`src/pabg_pkg.sv`:
```
// Shared types, constants and helpers of the pixel alpha blend and gamma unit.
package pabg_pkg;

  localparam int CH_W      = 8;   // one color channel or alpha
  localparam int COORD_W   = 11;  // signed pixel coordinate
  localparam int IDX_W     = 18;  // pixel index on the result port
  localparam int SUM_W     = 16;  // a*c + (255-a)*o, at most 65025
  localparam int ROOT_BITS = 8;   // root of SUM_W bits, one cell per bit
  localparam int NUM_CH    = 3;   // red, green, blue
  localparam int DIM_W     = COORD_W - 1;
  localparam int DEF_WIDTH  = 512;
  localparam int DEF_HEIGHT = 512;

  localparam logic GAMMA_RESET = 1'b1;

  typedef logic [CH_W-1:0] chan_t;

  // One accepted input beat.
  typedef struct packed {
    logic [COORD_W-1:0]           pos_x;
    logic [COORD_W-1:0]           pos_y;
    logic [NUM_CH-1:0][CH_W-1:0]  src;
    logic [CH_W-1:0]              opacity;
    logic [NUM_CH-1:0][CH_W-1:0]  old;
  } pix_t;

  // Per-item control carried alongside the channel lanes.
  typedef struct packed {
    logic             we;
    logic [IDX_W-1:0] index;
    logic             gamma;
  } side_t;

  // Data that one channel hands from cell to cell.
  typedef struct packed {
    logic [SUM_W-1:0]     rem;
    logic [ROOT_BITS-1:0] root;
    logic [CH_W-1:0]      lin;
  } lane_t;

  // floor(s / 255) for s below 65280, by the add-and-shift identity.
  function automatic logic [CH_W-1:0] div255(input logic [SUM_W-1:0] s);
    logic [SUM_W:0] t;
    t = {1'b0, s} + (SUM_W+1)'(1) + (SUM_W+1)'(s[SUM_W-1:CH_W]);
    return t[SUM_W-1:CH_W];
  endfunction

endpackage

```
`src/pixel_alpha_blend_gamma_unit.sv`:
```
// Top level of the pixel alpha blend unit with linear and square-root gamma modes.
//
//  Channel  | Handshake            | Payload
//  ---------+----------------------+--------------------------------------------------
//  input    | start / busy         | in_pos_x, in_pos_y, in_src_*, in_opacity, in_old_*
//  result   | out_strobe           | out_write_enable, out_pixel_index, out_new_*
//  config   | cfg_valid/cfg_ready  | cfg_gamma_mode
//
// One beat is accepted every clock while start is high and busy is low; each
// beat passes two front stages (input register, then the blend multiply-add),
// eight square-root cells, one per root bit, and the output register, and then
// appears as a result on out_strobe.
// Reset is synchronous and active low; during reset busy is high, cfg_ready is low,
// and gamma_mode returns to the square-root setting.
// The receiver cannot stall, so no beat is ever held back inside the pipeline.
module pixel_alpha_blend_gamma_unit #(
  parameter int WIDTH  = pabg_pkg::DEF_WIDTH,
  parameter int HEIGHT = pabg_pkg::DEF_HEIGHT
) (
  input  logic                                 clk,
  input  logic                                 rst_n,
  // Input channel.
  input  logic                                 start,
  output logic                                 busy,
  input  logic signed [pabg_pkg::COORD_W-1:0]  in_pos_x,
  input  logic signed [pabg_pkg::COORD_W-1:0]  in_pos_y,
  input  logic [pabg_pkg::CH_W-1:0]            in_src_red,
  input  logic [pabg_pkg::CH_W-1:0]            in_src_green,
  input  logic [pabg_pkg::CH_W-1:0]            in_src_blue,
  input  logic [pabg_pkg::CH_W-1:0]            in_opacity,
  input  logic [pabg_pkg::CH_W-1:0]            in_old_red,
  input  logic [pabg_pkg::CH_W-1:0]            in_old_green,
  input  logic [pabg_pkg::CH_W-1:0]            in_old_blue,
  // Result channel.
  output logic                                 out_strobe,
  output logic                                 out_write_enable,
  output logic [pabg_pkg::IDX_W-1:0]           out_pixel_index,
  output logic [pabg_pkg::CH_W-1:0]            out_new_red,
  output logic [pabg_pkg::CH_W-1:0]            out_new_green,
  output logic [pabg_pkg::CH_W-1:0]            out_new_blue,
  // Configuration channel.
  input  logic                                 cfg_valid,
  output logic                                 cfg_ready,
  input  logic                                 cfg_gamma_mode
);

  localparam int CELLS   = pabg_pkg::ROOT_BITS;
  localparam int NCH     = pabg_pkg::NUM_CH;
  localparam int LATENCY = CELLS + 3;

  // The block never pushes back except while it is held in reset.
  logic accept;
  assign busy      = !rst_n;
  assign cfg_ready = rst_n;
  assign accept    = start && !busy;

  // Mode register. It is to be written only while the pipeline is empty, a rule on the user
  // that the block does not enforce; each beat still carries the mode it was accepted under.
  logic gamma_mode_r;
  always_ff @(posedge clk) begin
    if (!rst_n) begin
      gamma_mode_r <= pabg_pkg::GAMMA_RESET;
    end else if (cfg_valid && cfg_ready) begin
      gamma_mode_r <= cfg_gamma_mode;
    end
  end

  pabg_pkg::pix_t pix;
  always_comb begin
    pix.pos_x   = in_pos_x;
    pix.pos_y   = in_pos_y;
    pix.src     = {in_src_blue, in_src_green, in_src_red};
    pix.opacity = in_opacity;
    pix.old     = {in_old_blue, in_old_green, in_old_red};
  end

  // Front end: frame test, index and the blend sum S = a*c + (255-a)*o per channel.
  logic                                         front_valid;
  pabg_pkg::side_t                              front_side;
  logic [NCH-1:0][pabg_pkg::SUM_W-1:0]          front_sum;

  pabg_front #(
    .WIDTH  (WIDTH),
    .HEIGHT (HEIGHT)
  ) u_front (
    .clk     (clk),
    .rst_n   (rst_n),
    .accept  (accept),
    .pix     (pix),
    .gamma   (gamma_mode_r),
    .valid_r (front_valid),
    .side_r  (front_side),
    .sum_r   (front_sum)
  );

  // Cell chain. lane[ch][k] feeds cell k; cell k decides root bit CELLS-1-k.
  // The linear quotient is formed once at the chain entry and rides along.
  pabg_pkg::lane_t lane [NCH][CELLS+1];

  for (genvar ch = 0; ch < NCH; ch++) begin : g_ch
    always_comb begin
      lane[ch][0].rem  = front_sum[ch];
      lane[ch][0].root = '0;
      lane[ch][0].lin  = pabg_pkg::div255(front_sum[ch]);
    end
    for (genvar k = 0; k < CELLS; k++) begin : g_cell
      pabg_sqrt_cell #(
        .BIT (CELLS - 1 - k)
      ) u_cell (
        .clk     (clk),
        .lane_in (lane[ch][k]),
        .lane_r  (lane[ch][k+1])
      );
    end
  end

  // Valid bits and per-item control travel in step with the cells.
  logic [CELLS-1:0] chain_valid_r;
  pabg_pkg::side_t  chain_side_r [CELLS];

  always_ff @(posedge clk) begin
    if (!rst_n) begin
      chain_valid_r <= '0;
    end else begin
      chain_valid_r <= {chain_valid_r[CELLS-2:0], front_valid};
    end
    chain_side_r[0] <= front_side;
    for (int k = 1; k < CELLS; k++) begin
      chain_side_r[k] <= chain_side_r[k-1];
    end
  end

  // Output register: pick the root or the linear quotient, zero everything off-frame.
  pabg_pkg::side_t last_side;
  pabg_pkg::chan_t new_nxt [NCH];
  pabg_pkg::chan_t new_r   [NCH];
  logic            we_r;
  logic [pabg_pkg::IDX_W-1:0] index_r;
  logic            strobe_r;

  assign last_side = chain_side_r[CELLS-1];

  always_comb begin
    for (int ch = 0; ch < NCH; ch++) begin
      if (!last_side.we) begin
        new_nxt[ch] = '0;
      end else if (last_side.gamma) begin
        new_nxt[ch] = lane[ch][CELLS].root;
      end else begin
        new_nxt[ch] = lane[ch][CELLS].lin;
      end
    end
  end

  always_ff @(posedge clk) begin
    if (!rst_n) begin
      strobe_r <= 1'b0;
    end else begin
      strobe_r <= chain_valid_r[CELLS-1];
    end
    we_r    <= last_side.we;
    index_r <= last_side.we ? last_side.index : '0;
    for (int ch = 0; ch < NCH; ch++) begin
      new_r[ch] <= new_nxt[ch];
    end
  end

  assign out_strobe       = strobe_r;
  assign out_write_enable = we_r;
  assign out_pixel_index  = index_r;
  assign out_new_red      = new_r[0];
  assign out_new_green    = new_r[1];
  assign out_new_blue     = new_r[2];

  // Every result strobe goes back to an accepted beat.
  a_strobe_source: assert property (@(posedge clk) disable iff (!rst_n)
    out_strobe |-> $past(accept, LATENCY))
    else $error("result strobe without an accepted beat");

  // Every accepted beat leaves the pipeline as a result strobe.
  a_strobe_latency: assert property (@(posedge clk) disable iff (!rst_n)
    $past(accept, LATENCY) |-> out_strobe)
    else $error("accepted beat did not produce a result strobe");

  // A suppressed write carries an all-zero payload.
  a_offframe_zero: assert property (@(posedge clk) disable iff (!rst_n)
    out_strobe && !out_write_enable |->
      out_pixel_index == '0 && out_new_red == '0 && out_new_green == '0 &&
      out_new_blue == '0)
    else $error("off-frame result has nonzero payload");

  // The write enable reflects the frame test on the coordinates of the matching beat.
  a_frame_test: assert property (@(posedge clk) disable iff (!rst_n)
    out_strobe |-> out_write_enable ==
      ($past(in_pos_x, LATENCY) >= 0 && $past(in_pos_x, LATENCY) < WIDTH &&
       $past(in_pos_y, LATENCY) >= 0 && $past(in_pos_y, LATENCY) < HEIGHT))
    else $error("write enable disagrees with frame test");

endmodule

```
`src/pabg_front.sv`:
```
// Front end: input register, frame test, pixel index and per-channel blend sums.
module pabg_front #(
  parameter int WIDTH  = pabg_pkg::DEF_WIDTH,
  parameter int HEIGHT = pabg_pkg::DEF_HEIGHT
) (
  input  logic                                      clk,
  input  logic                                      rst_n,
  input  logic                                      accept,
  input  pabg_pkg::pix_t                            pix,
  input  logic                                      gamma,
  output logic                                      valid_r,
  output pabg_pkg::side_t                           side_r,
  output logic [pabg_pkg::NUM_CH-1:0][pabg_pkg::SUM_W-1:0] sum_r
);

  localparam int DW = pabg_pkg::DIM_W;
  localparam int PW = 2 * DW;
  localparam logic [DW-1:0] WIDTH_V  = DW'(WIDTH);
  localparam logic [DW-1:0] HEIGHT_V = DW'(HEIGHT);

  logic            v1_r;
  pabg_pkg::pix_t  pix1_r;
  pabg_pkg::side_t side1_r;
  pabg_pkg::side_t side1_nxt;
  logic [PW-1:0]   idx_full;
  logic [pabg_pkg::NUM_CH-1:0][pabg_pkg::SUM_W-1:0] sum_nxt;
  logic [pabg_pkg::SUM_W-1:0] alpha_w;
  logic [pabg_pkg::SUM_W-1:0] inv_w;

  always_comb begin
    idx_full = PW'(pix.pos_x[DW-1:0]) + PW'(pix.pos_y[DW-1:0]) * PW'(WIDTH_V);
    side1_nxt.we = !pix.pos_x[pabg_pkg::COORD_W-1] && !pix.pos_y[pabg_pkg::COORD_W-1] &&
                   (pix.pos_x[DW-1:0] < WIDTH_V) && (pix.pos_y[DW-1:0] < HEIGHT_V);
    side1_nxt.index = side1_nxt.we ? idx_full[pabg_pkg::IDX_W-1:0] : '0;
    side1_nxt.gamma = gamma;
  end

  always_comb begin
    alpha_w = pabg_pkg::SUM_W'(pix1_r.opacity);
    inv_w   = pabg_pkg::SUM_W'(8'd255 - pix1_r.opacity);
    for (int ch = 0; ch < pabg_pkg::NUM_CH; ch++) begin
      sum_nxt[ch] = alpha_w * pabg_pkg::SUM_W'(pix1_r.src[ch]) +
                    inv_w * pabg_pkg::SUM_W'(pix1_r.old[ch]);
    end
  end

  always_ff @(posedge clk) begin
    if (!rst_n) begin
      v1_r    <= 1'b0;
      valid_r <= 1'b0;
    end else begin
      v1_r    <= accept;
      valid_r <= v1_r;
    end
    pix1_r  <= pix;
    side1_r <= side1_nxt;
    side_r  <= side1_r;
    sum_r   <= sum_nxt;
  end

endmodule

```
`src/pabg_sqrt_cell.sv`:
```
// One square-root cell: decides a single root bit of one channel and passes the lane on.
module pabg_sqrt_cell #(
  parameter int BIT = 0
) (
  input  logic            clk,
  input  pabg_pkg::lane_t lane_in,
  output pabg_pkg::lane_t lane_r
);

  localparam int TW = pabg_pkg::SUM_W + 1;

  logic [TW-1:0]   trial;
  pabg_pkg::lane_t lane_nxt;

  // With rem = S - root^2, setting this bit costs 2*root*2^BIT + 4^BIT.
  always_comb begin
    trial    = (TW'(lane_in.root) << (BIT + 1)) + (TW'(1) << (2 * BIT));
    lane_nxt = lane_in;
    if ({1'b0, lane_in.rem} >= trial) begin
      lane_nxt.rem       = lane_in.rem - trial[pabg_pkg::SUM_W-1:0];
      lane_nxt.root[BIT] = 1'b1;
    end
  end

  always_ff @(posedge clk) begin
    lane_r <= lane_nxt;
  end

endmodule
```
`config.mk`:
```
export PLATFORM = sky130hd
export DESIGN_NAME = pixel_alpha_blend_gamma_unit
export DESIGN_NICKNAME = d
export VERILOG_FILES = /design/src/pabg_pkg.sv /design/src/pixel_alpha_blend_gamma_unit.sv /design/src/pabg_front.sv /design/src/pabg_sqrt_cell.sv
export SDC_FILE = /design/constraint.sdc
export NUM_CORES = 2
export LEC_CHECK = 0
export BUFFER_PORTS_ARGS = -buffer_cell sky130_fd_sc_hd__buf_2
export CAP_MARGIN = 10
export CELL_PAD_IN_SITES_DETAIL_PLACEMENT = 1
export CELL_PAD_IN_SITES_GLOBAL_PLACEMENT = 1
export CORE_ASPECT_RATIO = 2
export CORE_UTILIZATION = 46
export DETAILED_ROUTE_END_ITERATION = 16
export PLACE_DENSITY_LB_ADDON = 0.1
export SLEW_MARGIN = 20
export SYNTH_ARGS = -nofsm -noshare
export SYNTH_HDL_FRONTEND = slang
export SYNTH_HIERARCHICAL = 1
export SYNTH_SLANG_ARGS = --single-unit
```
`constraint.sdc`:
```
create_clock -name clk -period 5.8 [get_ports clk]
set_input_delay 0 -clock clk [delete_from_list [all_inputs] [get_ports clk]]
set_output_delay 0 -clock clk [all_outputs]
set_load 0.1 [all_outputs]
```
==> key figures <==
Run status
  • Outcome: finished clean

GRT
  • All-layer global routing usage: 0.208
  • Via count of the first global-routing pass: 39574
  • Wire length of the first global-routing pass: about 200 mm
  • Total gr overflow: 0
  • Initial antenna violation count: 1
  • Maximum number of pins on one net before global-route repair: 44

Route
  • Vias per cell: 5.08
  • Number of optimization iterations in the first detailed-route pass: 4
  • Post-DR wirelength/cell: roughly 17 um
  • Number of DRC markers in iteration 0: 800
  • DR DRC count: 0
  • Overall routed net length: about 120 mm
  • Detail Route Antenna Nets: 0
  • Count of vias placed by the detailed router: 34755

Clock tree
  • Root Buffer: sky130_fd_sc_hd__clkbuf_16
  • CTS sink count: 1079
  • Largest buffer count on any clock path: 3
  • Post-CTS clock slew at the launch and capture registers of the worst setup and hold paths: 0.07 ns
  • Level count of the clock H-tree: 3
  • Number of buffers added by the clock tree synthesis step: 93
  • Clock tree from TritonCTS: yes
  • Skew-Pair Late Insertion Delay: 0.71 ns

Worst setup path
  • Arrival time of data at the critical path endpoint: 6.18 ns
  • Cell with the largest stage delay on the worst path: sky130_fd_sc_hd__fa_1
  • Crit Reg-Reg Endpoint: u_front/sum_r[15]$_DFF_P_
  • Startpoint of the worst-slack reg-to-reg timing path: u_front/alpha_w[2]$_DFF_P_
  • Critical path startpoint category: flip-flop
  • Required @ worst endpoint: 6.41 ns
  • Worst setup path start: u_front/alpha_w[2]$_DFF_P_
  • Max incr delay on CP: 0.55 ns
  • Depth of the most critical reg-to-reg path: 19
  • Sequence of cells on the critical path: buf_12 > nand2_1 > fa_1 > inv_1 > ha_1 > inv_1 > fa_1 > inv_1 > fa_1 > inv_1 > fa_1 > fa_1 > inv_1 > ha_1 > a21o_1 > a21oi_1 > a21oi_2 > or4_1 > a32oi_1
  • Buffer and inverter count on the worst path: 6
  • R2r setup slk: 0.24 ns
  • Worst-path maximum fanout: 33
  • Top cell family by delay on the critical path: adder cells
  • Crit path capture type: flip-flop
  • Crit Path Class: flip-flop to flip-flop

Die
  • Number of top-level design ports: 129
  • Number of placement rows: 175
  • Core area: around 110000 um^2
  • Die width: about 240 um
  • Starting Density: 0.465
  • Floorplan die area: 117000 um^2
  • Chip height: 482 um

Layout
  • Final non-filler cell total: 6844
  • Post-layout net count: 6108
  • Synthesis-to-layout area growth: 14.0%
  • Most frequent standard cell in the layout excluding fill and tap cells: sky130_fd_sc_hd__dfxtp_1
  • Fin util: 0.530
  • Most frequent cells in the layout: 1070 x sky130_fd_sc_hd__dfxtp_1, 608 x sky130_fd_sc_hd__inv_1, 448 x sky130_fd_sc_hd__ha_1, 311 x sky130_fd_sc_hd__fa_1, 203 x sky130_fd_sc_hd__nand2_1
  • Fraction of layout cells with a size suffix above 1: 0.121

Power and ir drop
  • Sequential fraction of design power: 0.293
  • Highest ir drop seen on vdd: 0.471 mV
  • Power density of the placed cells: between 600 and 700 nW/um^2
  • Clock network fraction of total power: 0.166
  • Cell internal power dissipation: 23.8 mW
  • Switching part of the total power: 0.401
  • Portion of total power attributed to combinational logic: 0.540
  • Switch Pwr: 15.9 mW
  • Leakage power summed over all cells: ~28 nW

Worst hold path
  • Hold Crit Class: input port to flip-flop
  • Hold Crit Depth: 3
  • Min-Delay Startpoint: in_pos_x[6]
  • Capture endpoint of the worst hold path: u_front/side1_r[7]$_SDFF_PN0_

STA
  • Worst-margin pin slew: 0.865 ns
  • Maximum achievable frequency: 180 MHz
  • RSZ-0062 raised after global routing: no
  • Period utilisation layout: 0.959
  • Final Hold Fails: 0
  • Final-report max-slew violation count: 0
  • Fin crit period: 5.56 ns
  • Setup TNS Final: 0 ns
  • Number of setup violations in the final report: 0
  • Worst rel slew slack: 0.416
  • Fin Clk Skew: just under 0.05 ns

Place
  • Buffers added on ports: 128
  • Total half-perimeter wirelength after legalization and detailed placement: roughly 95 mm
  • Number of placed instances, taps included: around 6500
  • Final weighted congestion in routability-driven placement: between 0.8 and 0.9

Yosys
  • Post-synthesis instance total: roughly 4900
  • Avg Cell Area, Syn: about 11 um^2
  • Area of the mapped netlist: 53000 um^2
  • Yosys synthesis warning count: 6

Run
  • Max-Cap Viols: 0
[metal layers]
metal	up-vias	track usage	share of wire
met1	17082	0.180	0.33
met5	-	0	0
met3	291	0.0229	0.021
met2	469	0.453	0.60
met4	0	0.102	0.047
li1	16913	-	-
[worst max path at each step]
stage,slack (ns),cells past startpoint,end
floorplan,0.15,18,u_front/sum_r[31]$_DFF_P_
global placement,0.19,17,u_front/sum_r[13]$_DFF_P_
detailed placement,0.08,16,u_front/sum_r[13]$_DFF_P_
CTS,0.05,16,u_front/sum_r[13]$_DFF_P_
global route,0.007,17,u_front/sum_r[30]$_DFF_P_
finish,0.24,19,u_front/sum_r[15]$_DFF_P_
[tightest hold or removal path, stage by stage]
cell	delay, ns
sky130_fd_sc_hd__dlygate4sd3_1	0.52
sky130_fd_sc_hd__buf_2	0.11
sky130_fd_sc_hd__and2_1	0.10
[final cells by class]
cell class | count | area [um^2]
fillers | 12177 | 53600
well taps | 1504 | 1880
clock inverters | 42 | 708
inverters | 610 | 2320
flip-flops and latches | 1079 | 21600
repair buffers | 324 | 2570
multi-input cells | 3158 | 28700
clock buffers | 126 | 2640
diodes | 1 | 2.50
[power groups by stage]
stage | sequential (mW) | combinational, mW | clock, mW
global route | 11.9 | 24.2 | 7.13
CTS | 11.7 | 21.7 | 6.84
detailed placement | 11.9 | 21.4 | 0
floorplan | 11.2 | 17.2 | 0
global placement | 11.8 | 20.8 | 0
finish | 11.6 | 21.5 | 6.61
[registers in the layout (all words and copies together), names as in the netlist, 8 cells and up]
signal                     cells
new_r                         24
chain_side_r                 160
chain_valid_r                  8
u_front/side1_r               20
u_front/sum_r                 48
u_front/side_r                20
u_front/pix1_r                48
u_front/alpha_w                8
out_pixel_index               18
g_ch.g_cell.u_cell/lane_r    720
[what timing repair did]
item,in CTS,in global routing
gates resized for setup,0,12
hold endpoints to repair,87,0
hold buffers,155,0
buffers inserted,0,1
setup endpoints to repair,0,11
[stage by stage]
stage               power (mW)  hold WS, ns  setup WS [ns]  cell area [um^2]
floorplan                 28.4       0.0277          0.148             53200
global placement          32.6        0.102          0.195             55500
detailed placement        33.3        0.104         0.0767             55500
CTS                       40.2      0.00424         0.0497             60400
global route              43.3       0.0358        0.00747             60400
finish                    39.7       0.0504          0.239             60400
No activity file was read; power rests on OpenSTA's default activity.
